`src/rhsv_pkg.sv`:
```
// rhsv_pkg: shared types and constants for the RGB to HSV converter.
// Holds the hue sector code and the queue status bundle.
// No dependencies.
`timescale 1ns / 1ps
`default_nettype none

package rhsv_pkg;

   // Sector of the largest component; red splits on whether hue wraps below zero
   typedef enum logic [1:0] {
      SECT_RED_UP   = 2'd0,
      SECT_RED_WRAP = 2'd1,
      SECT_GREEN    = 2'd2,
      SECT_BLUE     = 2'd3
   } sector_type;

   localparam int SECTOR_BITS    = 2;
   localparam int QUEUE_DEPTH    = 4;
   localparam int QUEUE_PTR_BITS = 2;

   typedef struct packed {
      logic full;
      logic empty;
   } fifo_status_type;

endpackage

`default_nettype wire

```
`src/rhsv_front.sv`:
```
// rhsv_front: input register that classifies one pixel per beat.
// Finds max, min spread and hue sector; pushes the entry into the queue.
// Depends on rhsv_pkg.
`timescale 1ns / 1ps
`default_nettype none

module rhsv_front #(
   parameter int COMPONENT_BITS = 16
) (
   input  wire logic                                              clock,
   input  wire logic                                              reset,
   input  wire logic                                              req_valid,
   output logic                                                   req_stall,
   input  wire logic [COMPONENT_BITS-1:0]                         req_red,
   input  wire logic [COMPONENT_BITS-1:0]                         req_green,
   input  wire logic [COMPONENT_BITS-1:0]                         req_blue,
   input  wire rhsv_pkg::fifo_status_type                         queue_status,
   output logic                                                   push_valid,
   output logic [5*COMPONENT_BITS+rhsv_pkg::SECTOR_BITS-1:0]      push_data
);

   localparam int N = COMPONENT_BITS;
   localparam int ENTRY_BITS = 5 * N + rhsv_pkg::SECTOR_BITS;

   logic                   valid_ff;
   logic                   valid_in;
   logic [ENTRY_BITS-1:0]  entry_ff;
   logic [ENTRY_BITS-1:0]  entry_in;
   logic                   front_ready;
   logic                   r_ge_g;
   logic                   r_ge_b;
   logic                   g_ge_b;
   logic                   g_ge_r;
   logic                   b_ge_r;
   logic                   b_ge_g;
   logic [N-1:0]           hi;
   logic [N-1:0]           lo;
   logic [N-1:0]           delta;
   rhsv_pkg::sector_type   sector;

   assign front_ready = !valid_ff || !queue_status.full;
   assign req_stall   = !front_ready;
   assign push_valid  = valid_ff;
   assign push_data   = entry_ff;

   always_comb begin
      r_ge_g = req_red >= req_green;
      r_ge_b = req_red >= req_blue;
      g_ge_b = req_green >= req_blue;
      g_ge_r = req_green >= req_red;
      b_ge_r = req_blue >= req_red;
      b_ge_g = req_blue >= req_green;

      if (r_ge_g && r_ge_b) begin
         hi     = req_red;
         sector = g_ge_b ? rhsv_pkg::SECT_RED_UP : rhsv_pkg::SECT_RED_WRAP;
      end else if (g_ge_b) begin
         hi     = req_green;
         sector = rhsv_pkg::SECT_GREEN;
      end else begin
         hi     = req_blue;
         sector = rhsv_pkg::SECT_BLUE;
      end

      if (g_ge_r && b_ge_r) begin
         lo = req_red;
      end else if (b_ge_g) begin
         lo = req_green;
      end else begin
         lo = req_blue;
      end

      delta    = hi - lo;
      entry_in = {sector, req_red, req_green, req_blue, hi, delta};
      valid_in = front_ready ? req_valid : valid_ff;
   end

   always_ff @(posedge clock) begin
      if (reset) begin
         valid_ff <= 1'b0;
      end else begin
         valid_ff <= valid_in;
      end
   end

   always_ff @(posedge clock) begin
      if (front_ready && req_valid) begin
         entry_ff <= entry_in;
      end
   end

endmodule

`default_nettype wire

```
`src/rhsv_fifo.sv`:
```
// rhsv_fifo: short queue between the classifier and the divider pipeline.
// Holds classified entries so each side stalls on its own.
// Depends on rhsv_pkg.
`timescale 1ns / 1ps
`default_nettype none

module rhsv_fifo #(
   parameter int WIDTH = 82
) (
   input  wire logic                         clock,
   input  wire logic                         reset,
   input  wire logic                         push_valid,
   input  wire logic [WIDTH-1:0]             push_data,
   input  wire logic                         pop,
   output logic [WIDTH-1:0]                  pop_data,
   output rhsv_pkg::fifo_status_type         status
);

   localparam int PB = rhsv_pkg::QUEUE_PTR_BITS;

   logic [WIDTH-1:0]  mem [0:rhsv_pkg::QUEUE_DEPTH-1];
   logic [PB-1:0]     wr_ptr_ff;
   logic [PB-1:0]     wr_ptr_in;
   logic [PB-1:0]     rd_ptr_ff;
   logic [PB-1:0]     rd_ptr_in;
   logic [PB:0]       count_ff;
   logic [PB:0]       count_in;
   logic              push;

   always_comb begin
      status.full  = count_ff == (PB+1)'(rhsv_pkg::QUEUE_DEPTH);
      status.empty = count_ff == '0;
      push         = push_valid && !status.full;
      wr_ptr_in    = push ? wr_ptr_ff + 1'b1 : wr_ptr_ff;
      rd_ptr_in    = pop ? rd_ptr_ff + 1'b1 : rd_ptr_ff;
      case ({push, pop})
         2'b10:   count_in = count_ff + 1'b1;
         2'b01:   count_in = count_ff - 1'b1;
         default: count_in = count_ff;
      endcase
      pop_data = mem[rd_ptr_ff];
   end

   always_ff @(posedge clock) begin
      if (reset) begin
         wr_ptr_ff <= '0;
         rd_ptr_ff <= '0;
         count_ff  <= '0;
      end else begin
         wr_ptr_ff <= wr_ptr_in;
         rd_ptr_ff <= rd_ptr_in;
         count_ff  <= count_in;
      end
   end

   always_ff @(posedge clock) begin
      if (push) begin
         mem[wr_ptr_ff] <= push_data;
      end
   end

endmodule

`default_nettype wire

```
`src/rhsv_back.sv`:
```
// rhsv_back: divider pipeline producing hue and saturation, plus result register.
// One prep stage, one restoring-division stage per quotient bit, then output.
// Depends on rhsv_pkg.
`timescale 1ns / 1ps
`default_nettype none

module rhsv_back #(
   parameter int COMPONENT_BITS = 16
) (
   input  wire logic                                              clock,
   input  wire logic                                              reset,
   input  wire rhsv_pkg::fifo_status_type                         queue_status,
   input  wire logic [5*COMPONENT_BITS+rhsv_pkg::SECTOR_BITS-1:0] pop_data,
   output logic                                                   pop,
   output logic                                                   rsp_valid,
   input  wire logic                                              rsp_stall,
   output logic [COMPONENT_BITS-1:0]                              rsp_hue,
   output logic [COMPONENT_BITS-1:0]                              rsp_saturation,
   output logic [COMPONENT_BITS-1:0]                              rsp_brightness
);

   localparam int N  = COMPONENT_BITS;
   localparam int HW = N + 3;

   rhsv_pkg::sector_type sector;
   logic [N-1:0]   red;
   logic [N-1:0]   green;
   logic [N-1:0]   blue;
   logic [N-1:0]   hi;
   logic [N-1:0]   delta;
   logic [HW-1:0]  dx;
   logic [HW-1:0]  rx;
   logic [HW-1:0]  gx;
   logic [HW-1:0]  bx;
   logic [HW-1:0]  d6;
   logic [HW-1:0]  num;
   logic           enable;

   logic           vld_ff   [0:N];
   logic           vld_in   [0:N];
   logic [N-1:0]   hi_ff    [0:N];
   logic [N-1:0]   hi_in    [0:N];
   logic [HW-1:0]  d6_ff    [0:N];
   logic [HW-1:0]  d6_in    [0:N];
   logic [N-1:0]   srem_ff  [0:N];
   logic [N-1:0]   srem_in  [0:N];
   logic [HW-1:0]  hrem_ff  [0:N];
   logic [HW-1:0]  hrem_in  [0:N];
   logic [N-1:0]   sq_ff    [0:N];
   logic [N-1:0]   sq_in    [0:N];
   logic [N-1:0]   hq_ff    [0:N];
   logic [N-1:0]   hq_in    [0:N];
   logic           zero_ff  [0:N];
   logic           zero_in  [0:N];
   logic           full_ff  [0:N];
   logic           full_in  [0:N];

   logic           rsp_valid_ff;
   logic           rsp_valid_in;
   logic [N-1:0]   rsp_hue_ff;
   logic [N-1:0]   rsp_hue_in;
   logic [N-1:0]   rsp_sat_ff;
   logic [N-1:0]   rsp_sat_in;
   logic [N-1:0]   rsp_bright_ff;
   logic [N-1:0]   rsp_bright_in;

   assign enable = !rsp_valid_ff || !rsp_stall;
   assign pop    = enable && !queue_status.empty;

   // prep: unpack, scale spread by six, form the hue numerator
   always_comb begin
      sector = rhsv_pkg::sector_type'(pop_data[5*N+rhsv_pkg::SECTOR_BITS-1:5*N]);
      red    = pop_data[5*N-1:4*N];
      green  = pop_data[4*N-1:3*N];
      blue   = pop_data[3*N-1:2*N];
      hi     = pop_data[2*N-1:N];
      delta  = pop_data[N-1:0];
      dx     = {3'b000, delta};
      rx     = {3'b000, red};
      gx     = {3'b000, green};
      bx     = {3'b000, blue};
      d6     = (dx << 2) + (dx << 1);
      case (sector)
         rhsv_pkg::SECT_RED_UP:   num = gx - bx;
         rhsv_pkg::SECT_RED_WRAP: num = (dx << 2) + (dx << 1) + gx - bx;
         rhsv_pkg::SECT_GREEN:    num = (dx << 1) + bx - rx;
         rhsv_pkg::SECT_BLUE:     num = (dx << 2) + rx - gx;
         default:                 num = '0;
      endcase

      vld_in[0]  = pop;
      hi_in[0]   = hi;
      d6_in[0]   = d6;
      srem_in[0] = delta;
      hrem_in[0] = num;
      sq_in[0]   = '0;
      hq_in[0]   = '0;
      zero_in[0] = delta == '0;
      full_in[0] = delta == hi;
   end

   for (genvar i = 1; i <= N; i++) begin : g_div
      logic [N:0]    s_sh;
      logic [N:0]    s_diff;
      logic          s_ge;
      logic [HW:0]   h_sh;
      logic [HW:0]   h_diff;
      logic          h_ge;

      always_comb begin
         s_sh   = {srem_ff[i-1], 1'b0};
         s_diff = s_sh - {1'b0, hi_ff[i-1]};
         s_ge   = s_sh >= {1'b0, hi_ff[i-1]};
         h_sh   = {hrem_ff[i-1], 1'b0};
         h_diff = h_sh - {1'b0, d6_ff[i-1]};
         h_ge   = h_sh >= {1'b0, d6_ff[i-1]};

         vld_in[i]  = vld_ff[i-1];
         hi_in[i]   = hi_ff[i-1];
         d6_in[i]   = d6_ff[i-1];
         srem_in[i] = s_ge ? s_diff[N-1:0] : s_sh[N-1:0];
         hrem_in[i] = h_ge ? h_diff[HW-1:0] : h_sh[HW-1:0];
         sq_in[i]   = {sq_ff[i-1][N-2:0], s_ge};
         hq_in[i]   = {hq_ff[i-1][N-2:0], h_ge};
         zero_in[i] = zero_ff[i-1];
         full_in[i] = full_ff[i-1];
      end
   end

   // output: drop quotients for grey and black, clamp full saturation
   always_comb begin
      rsp_valid_in  = enable ? vld_ff[N] : rsp_valid_ff;
      rsp_bright_in = hi_ff[N];
      rsp_hue_in    = zero_ff[N] ? '0 : hq_ff[N];
      if (zero_ff[N]) begin
         rsp_sat_in = '0;
      end else if (full_ff[N]) begin
         rsp_sat_in = '1;
      end else begin
         rsp_sat_in = sq_ff[N];
      end
   end

   always_ff @(posedge clock) begin
      if (reset) begin
         for (int i = 0; i <= N; i++) begin
            vld_ff[i] <= 1'b0;
         end
         rsp_valid_ff <= 1'b0;
      end else begin
         if (enable) begin
            vld_ff <= vld_in;
         end
         rsp_valid_ff <= rsp_valid_in;
      end
   end

   always_ff @(posedge clock) begin
      if (enable) begin
         hi_ff         <= hi_in;
         d6_ff         <= d6_in;
         srem_ff       <= srem_in;
         hrem_ff       <= hrem_in;
         sq_ff         <= sq_in;
         hq_ff         <= hq_in;
         zero_ff       <= zero_in;
         full_ff       <= full_in;
         rsp_hue_ff    <= rsp_hue_in;
         rsp_sat_ff    <= rsp_sat_in;
         rsp_bright_ff <= rsp_bright_in;
      end
   end

   assign rsp_valid      = rsp_valid_ff;
   assign rsp_hue        = rsp_hue_ff;
   assign rsp_saturation = rsp_sat_ff;
   assign rsp_brightness = rsp_bright_ff;

`ifndef NO_ASSERTIONS
   a_black_result: assert property (@(posedge clock) disable iff (reset)
      rsp_valid_ff && rsp_bright_ff == '0 |-> rsp_hue_ff == '0 && rsp_sat_ff == '0)
      else $error("black pixel gave nonzero hue or saturation");

   a_pop_nonempty: assert property (@(posedge clock) disable iff (reset)
      pop |-> !queue_status.empty)
      else $error("pop from empty queue");

   a_tail_holds: assert property (@(posedge clock) disable iff (reset)
      vld_ff[N] && !enable |=> vld_ff[N])
      else $error("pipeline tail lost a beat under stall");

   a_reset_clears: assert property (@(posedge clock)
      reset |=> !rsp_valid_ff && !vld_ff[0])
      else $error("valid survived reset");
`endif

endmodule

`default_nettype wire

```
`src/rgb_to_hsv_converter.sv`:
```
// rgb_to_hsv_converter: top level, pixel RGB in, HSV out.
// Instantiates rhsv_front, rhsv_fifo and rhsv_back; depends on rhsv_pkg.
//
//   channel   prefix   fields                               direction
//   request   req_     red, green, blue                     in
//   response  rsp_     hue, saturation, brightness          out
//
// One pixel per cycle sustained while rsp_stall stays low; the path runs through the
// front register, queue, prep stage, one divide stage per quotient bit and output.
// The restoring-division pipeline resolves one quotient bit per stage.
// Reset is synchronous and clears all valid state; the queue comes up empty.
// A response stall freezes the divider pipeline; the four-entry queue absorbs
// the front until full, then req_stall rises.
`timescale 1ns / 1ps
`default_nettype none

module rgb_to_hsv_converter #(
   parameter int COMPONENT_BITS = 16
) (
   input  wire logic                       clock,
   input  wire logic                       reset,
   input  wire logic                       req_valid,
   output logic                            req_stall,
   input  wire logic [COMPONENT_BITS-1:0]  req_red,
   input  wire logic [COMPONENT_BITS-1:0]  req_green,
   input  wire logic [COMPONENT_BITS-1:0]  req_blue,
   output logic                            rsp_valid,
   input  wire logic                       rsp_stall,
   output logic [COMPONENT_BITS-1:0]       rsp_hue,
   output logic [COMPONENT_BITS-1:0]       rsp_saturation,
   output logic [COMPONENT_BITS-1:0]       rsp_brightness
);

   localparam int ENTRY_BITS = 5 * COMPONENT_BITS + rhsv_pkg::SECTOR_BITS;

   rhsv_pkg::fifo_status_type  queue_status;
   logic                       push_valid;
   logic [ENTRY_BITS-1:0]      push_data;
   logic                       pop;
   logic [ENTRY_BITS-1:0]      pop_data;

   rhsv_front #(
      .COMPONENT_BITS (COMPONENT_BITS)
   ) u_front (
      .clock        (clock),
      .reset        (reset),
      .req_valid    (req_valid),
      .req_stall    (req_stall),
      .req_red      (req_red),
      .req_green    (req_green),
      .req_blue     (req_blue),
      .queue_status (queue_status),
      .push_valid   (push_valid),
      .push_data    (push_data)
   );

   rhsv_fifo #(
      .WIDTH (ENTRY_BITS)
   ) u_fifo (
      .clock      (clock),
      .reset      (reset),
      .push_valid (push_valid),
      .push_data  (push_data),
      .pop        (pop),
      .pop_data   (pop_data),
      .status     (queue_status)
   );

   rhsv_back #(
      .COMPONENT_BITS (COMPONENT_BITS)
   ) u_back (
      .clock          (clock),
      .reset          (reset),
      .queue_status   (queue_status),
      .pop_data       (pop_data),
      .pop            (pop),
      .rsp_valid      (rsp_valid),
      .rsp_stall      (rsp_stall),
      .rsp_hue        (rsp_hue),
      .rsp_saturation (rsp_saturation),
      .rsp_brightness (rsp_brightness)
   );

endmodule

`default_nettype wire

```
`config.mk`:
```
export PLATFORM = sky130hd
export DESIGN_NAME = rgb_to_hsv_converter
export DESIGN_NICKNAME = d
export VERILOG_FILES = /design/src/rhsv_pkg.sv /design/src/rhsv_front.sv /design/src/rhsv_fifo.sv /design/src/rhsv_back.sv /design/src/rgb_to_hsv_converter.sv
export SDC_FILE = /design/constraint.sdc
export NUM_CORES = 2
export LEC_CHECK = 0
export ABC_AREA = 1
export BUFFER_PORTS_ARGS = -buffer_cell sky130_fd_sc_hd__buf_2
export CAP_MARGIN = 20
export CORE_MARGIN = 2
export CORE_UTILIZATION = 60
export DETAILED_ROUTE_END_ITERATION = 10
export GPL_TIMING_DRIVEN = 1
export PLACE_DENSITY_LB_ADDON = 0.05
export SLEW_MARGIN = 30
export SYNTH_ARGS = -nofsm -noshare
export SYNTH_HDL_FRONTEND = slang
export SYNTH_HIERARCHICAL = 1
export SYNTH_SLANG_ARGS = --single-unit
```
`constraint.sdc`:
```
create_clock -name clock -period 127.4 [get_ports clock]
set_input_delay 12.74 -clock clock [delete_from_list [all_inputs] [get_ports clock]]
set_output_delay 12.74 -clock clock [all_outputs]
set_load 0.01 [all_outputs]
```
# Word-level counts from Yosys, hierarchy flattened
# Memory sizes are Yosys's and may differ from the RTL's. A register that Yosys moved wholly into a read port is not among the register bits.
# Index checks and enable logic that the tools add are counted.
[op_classes]
add_sub_neg = 43
mux = 44
n_lt_le_gt_ge = 38
n_eq_ne = 7
n_reduce_logical = 17
[op_table]
columns = ["operator", "count"]
rows = [
  ["$ge A20 B19 Y1", 16],
  ["$mux W16", 20],
  ["$mux W19", 15],
  ["$sub A19 B19 Y19", 15],
  ["$ge A17 B16 Y1", 16],
  ["$sub A16 B16 Y16", 16],
  ["$ge A16 B16 Y1", 6],
  ["$pmux W19 S4", 1],
  ["$sub A19 B16 Y19", 3],
  ["$add A18 B16 Y19", 1],
  ["$add A18 B17 Y19", 1],
  ["$add A19 B16 Y19", 1],
  ["$add A17 B16 Y18", 1],
  ["$sub A16 B16 Y17", 1],
  ["$eq A16 B16 Y1", 1],
  ["$logic_not A16 Y1", 1],
  ["$eq A2 B2 Y1 const B", 3],
  ["$logic_not A1 Y1", 6],
  ["$mux W2", 3],
  ["$pmux W3 S2", 1],
  ["$logic_and A1 B1 Y1", 5],
  ["$add A2 B1 Y2 const B", 2],
  ["$eq A2 B1 Y1 const B", 2],
  ["$mux W1", 4],
  ["other kinds (7)", 8],
]
[totals]
ff_bits = 1598
ramBits = 328
in_bits = 52
word_cells = 337
memories = 1
out_inout_bits = 50
[mem_list]
columns = ["name", "depth", "word_bits", "rd", "rd_ports_with_merged_regs", "wr", "line_no", "rtl"]
rows = [
  ["u_fifo.mem", 4, 82, 1, 1, 1, "rhsv_fifo.sv:21", "logic [WIDTH-1:0] mem [0:rhsv_pkg::QUEUE_DEPTH-1];"],
]

# Logic depth before layout (Yosys ltp)
[logic_depth]
depth_word = 5
depth_mapped = 31
depth_no_buf = 28

# By module
# Netlist, hierarchy kept.
[by_module_without_submodules]
columns = ["mod", "area_per_inst_um2", "cells_per_inst", "seq_area_each_um2", "n_inst"]
rows = [
  ["rhsv_back", 85204.2, 8571, 44142.3, 1],
  ["rhsv_fifo", 12721.0, 856, 10029.6, 1],
  ["rhsv_front", 5342.6, 545, 2482.4, 1],
]

# Worst setup path before layout
# Ideal clock, no wire load.
[synth_timing]
kind = "in2reg"
startpoint = "input port rsp_stall"
endpoint = "register u_back/d6_ff[100] in the netlist's numbering (enable)"
required_time_ps = 125010
path_slack_ps = 72769
arrival_time_ps = 52241
setup_time_ps = 2390
path_stages = 2
path_cell_list = "nand2_1 > clkbuf_1"
[synth_via]
elab_chain_cells = 2
[synth_lines]
columns = ["item", "line_no", "rtl"]
rows = [
  ["from (decl)", "rgb_to_hsv_converter.sv:28", "input wire logic rsp_stall,"],
  ["$logic_not A1 Y1", "rhsv_back.sv:67", "assign enable = !rsp_valid_ff || !rsp_stall;"],
  ["$logic_or A1 B1 Y1", "rhsv_back.sv:67", ""],
  ["to (signal assigned)", "rhsv_back.sv:161", "d6_ff <= d6_in;"],
  ["to (decl)", "rhsv_back.sv:43", "logic [HW-1:0] d6_ff [0:N];"],
]
# No other way between the ends.
# A chain may end at the register's enable or synchronous reset.

# Worst setup path after layout
[layout_timing]
startpoint = "input port rsp_stall"
endpoint = "register u_back.srem_ff, in the netlist u_back/g_div[14].s_sh[5] (enable)"
[layout_via]
elab_chain_cells = 2
[layout_lines]
columns = ["item", "line_no", "rtl"]
rows = [
  ["$logic_not A1 Y1", "rhsv_back.sv:67", ""],
  ["$logic_or A1 B1 Y1", "rhsv_back.sv:67", ""],
  ["to (signal assigned)", "rhsv_back.sv:162", "srem_ff <= srem_in;"],
  ["to (decl)", "rhsv_back.sv:45", "logic [N-1:0] srem_ff [0:N];"],
]
# No other way between the ends.

==> flow_summary.ini <==
[timing]
fin_crit_sh_pct = 13.2
final_hold_viol_count = 0
relSlewSlack_pct = 28.2
setup_tns_ps = 0
drv_slew = 0
timing.fmax_ghz = 0.0594
fin_crit_ps = 16820
worstMarginPinSlew_ps = 1080
fin_skew_ps = 28.3
finalSetupViolCount = 0
grt_setup_unrepaired = false

[clock_tree]
cts_sinks = 1896
insertion_delay_ps = 830
cts_tree = done
cts_made_buffers = 192
h-tree-depth = 4
clkTransAtPathRegs_ps = 70
cts_hold_buf = 0
root_buffer = clkbuf_16
clockBufferDepth = 3
post_cts.repair.setup_buffers = 0
ctsResizeCount = 0

[yosys]
yosysWarnings = 6
netlist_top_cells_count = edfxtp_1, nand2_1, inv_1
synth.area.top_cells = edfxtp_1, ha_1, nand2_1
async_flop_share_pct = 0
synthDistinctLibCells = 71
yosys.area_share.simple_pct = 14.2
yosysMostFrequentCell = edfxtp_1
yosysTopAreaCellShare_pct = 54.3
synth_seq_cells = 1896
syn_avg_cell_area_um2 = 10.4
synth_area_um2 = 103000
synth_edf_count = 1868
syn-num-nets = 10800
synthXorXnorAreaFrac_pct = 3.76
yosysSeqAreaShare_pct = 54.9
synth_top_area_cell = edfxtp_1
muxShareOfSynthArea_pct = 0
yosys.area_share.adder_pct = 10.0
synthFlopType = edfxtp_1
synth_top_family_by_area = simple AND/OR/NAND/NOR gates
synth_compound_gate_area_share_pct = 11.1
netlist_instances = 9972

[critical_path]
crit_required_ps = 127850
critical_path_class = in -> reg
start_kind = input port
worstPathMaxFanout = 99
setup.worst_path.end_class = flip-flop
arrival_ps = 17280

[die]
row_count = 152
start_util_pct = 60.3
dieArea_um2 = 175000
die_w_um = 419
ios = 102
core_region_area_um2 = 171000
dieHeight_um = 419

[placed_design]
dp_hpwl_um = 184000
portBuffers = 101
gp_congestion = 0.964

[grt]
grt_pass1_wl_um = 377000
track_usage_pct = 27.6
grt_overflow = 0
grt_max_degree = 202
grt_pass1_vias = 68300
antenna_found_initial = 1

[route]
dr.pass1.iters = 6
num_vias = 71100
viasPerCell = 5.63
wl_per_cell_um = 19.3
drc = 0
drt-total-wl_um = 244000
drt_first_iter_violations = 5884
ant_nets = 0

[finish]
fill_cells = 13500
nets = 11000
layout-drive-gt1-share_pct = 7.29
areaGrowthSynthToFinish_pct = 8.80

[run_status]
status = finished, final reports clean

[run]
maxCapViolCount = 0

[min_path]
min_path_type = reg -> reg
[cells by family after synthesis]
| logic type | Yosys count |
|---|---|
| AND/OR/NAND/NOR | 3389 |
| buffers and inverters | 1460 |
| XOR/XNOR | 443 |
| AO/OA/AOI/OAI | 1998 |
| flip-flops | 1896 |
| adder cells (fa/ha/maj) | 786 |
[layer usage]
layer,share of wire [%],GRT usage (%),wire [um]
met4,3.2,8.74,7730
met5,0,0,0
met2,48,46.7,118000
met1,43,37.0,106000
met3,5.0,3.70,12300
[final timing paths]
kind / start / endpoint / slack [ps] / depth (start not counted)
setup reg to reg: flip-flop / u_back/g_div[1].h_sh[19]$_DFFE_PN_ / 120300 / 27
setup / recovery: rsp_stall / u_back/g_div[14].s_sh[5]$_DFFE_PN_ / 110580 / 7
hold reg to reg: u_back/zero_ff[12]$_DFFE_PN_ / u_back/zero_ff[11]$_DFFE_PN_ / 410 / 0
hold / removal: u_back/zero_ff[12]$_DFFE_PN_ / u_back/zero_ff[11]$_DFFE_PN_ / 410 / 0
[layout by cell type, fill, tap and decap left out, drive strengths merged, types with 12 or more instances in the layout]
| cell type | netlist | layout |
|---|---|---|
| or2 | 28 | 28 |
| ha | 719 | 719 |
| nand3 | 393 | 393 |
| dfxtp | 28 | 28 |
| a21o | 124 | 124 |
| buf | 125 | 153 |
| a21oi | 875 | 875 |
| clkbuf | 28 | 232 |
| edfxtp | 1868 | 1868 |
| nor2 | 996 | 996 |
| nor3 | 68 | 68 |
| o21bai | 51 | 51 |
| nand4 | 135 | 135 |
| inv | 1305 | 1319 |
| a221oi | 14 | 14 |
| nor4 | 56 | 56 |
| fa | 67 | 67 |
| a211oi | 19 | 19 |
| nor3b | 13 | 13 |
| xnor2 | 277 | 277 |
| o211ai | 27 | 27 |
| clkinv | 2 | 72 |
| nand3b | 47 | 47 |
| o31ai | 12 | 12 |
| a21boi | 27 | 27 |
| o22ai | 83 | 83 |
| bufinv | 0 | 24 |
| nand2 | 1642 | 1642 |
| clkinvlp | 0 | 12 |
| xor2 | 166 | 166 |
| o21ai | 736 | 736 |
[flip-flops by register name (all words and copies together) (netlist names), named ones only]
register and cells:
u_back/zero_ff 17, u_front/push_data 82, u_back/hi_ff 256, u_back/d6_ff 287, u_fifo/mem 328, u_back/g_div.s_sh 256, u_back/rsp_brightness 16, u_fifo/count_ff 3
u_back/rsp_bright_in 16, u_back/sq_ff 136, u_back/vld_ff 17, u_fifo/wr_ptr_ff 2, u_back/hq_ff 136, u_back/rsp_saturation 16, u_back/rsp_hue 16, u_back/g_div.h_sh 289
u_back/full_ff 17, u_front/push_valid 1, u_back/rsp_valid 1, u_fifo/rd_ptr_ff 2
[layout make-up]
class                      instances  area [um2]  share of cell area, %
clock buffer                     232        5130                   4.57
timing repair buffer             153        1000                  0.890
multi-input combinational       6616       40400                   36.0
sequential                      1896       56700                   50.4
inverter                        1307        4930                   4.39
tap                             2310        2890                   2.57
clock inverter                   120        1330                   1.18
antenna                            2        5.00                0.00445
[critical path: stages]
cell and delay [ps]:
buf_2 110, nand2_4 540, buf_4 780, buf_6 630, buf_4 830, buf_6 630, buf_6 760
[per-stage QoR]
stage                     utilization (%)  hold WS [ps]  cells  setup slack (ps)  instance area (um2)
after floorplan                         -           400   9972             72770               103000
after CTS                            65.5           408  12600            110030               112000
after global placement               61.7           400  12300            108960               106000
final                                65.6           411  12600            110580               112000
after detailed placement             61.8           405  12300            109100               106000
after global routing                 65.6           412  12600            110180               112000
Power is not shown: default switching activity piles up to over one toggle a cycle in this logic, so the estimate is an artifact.
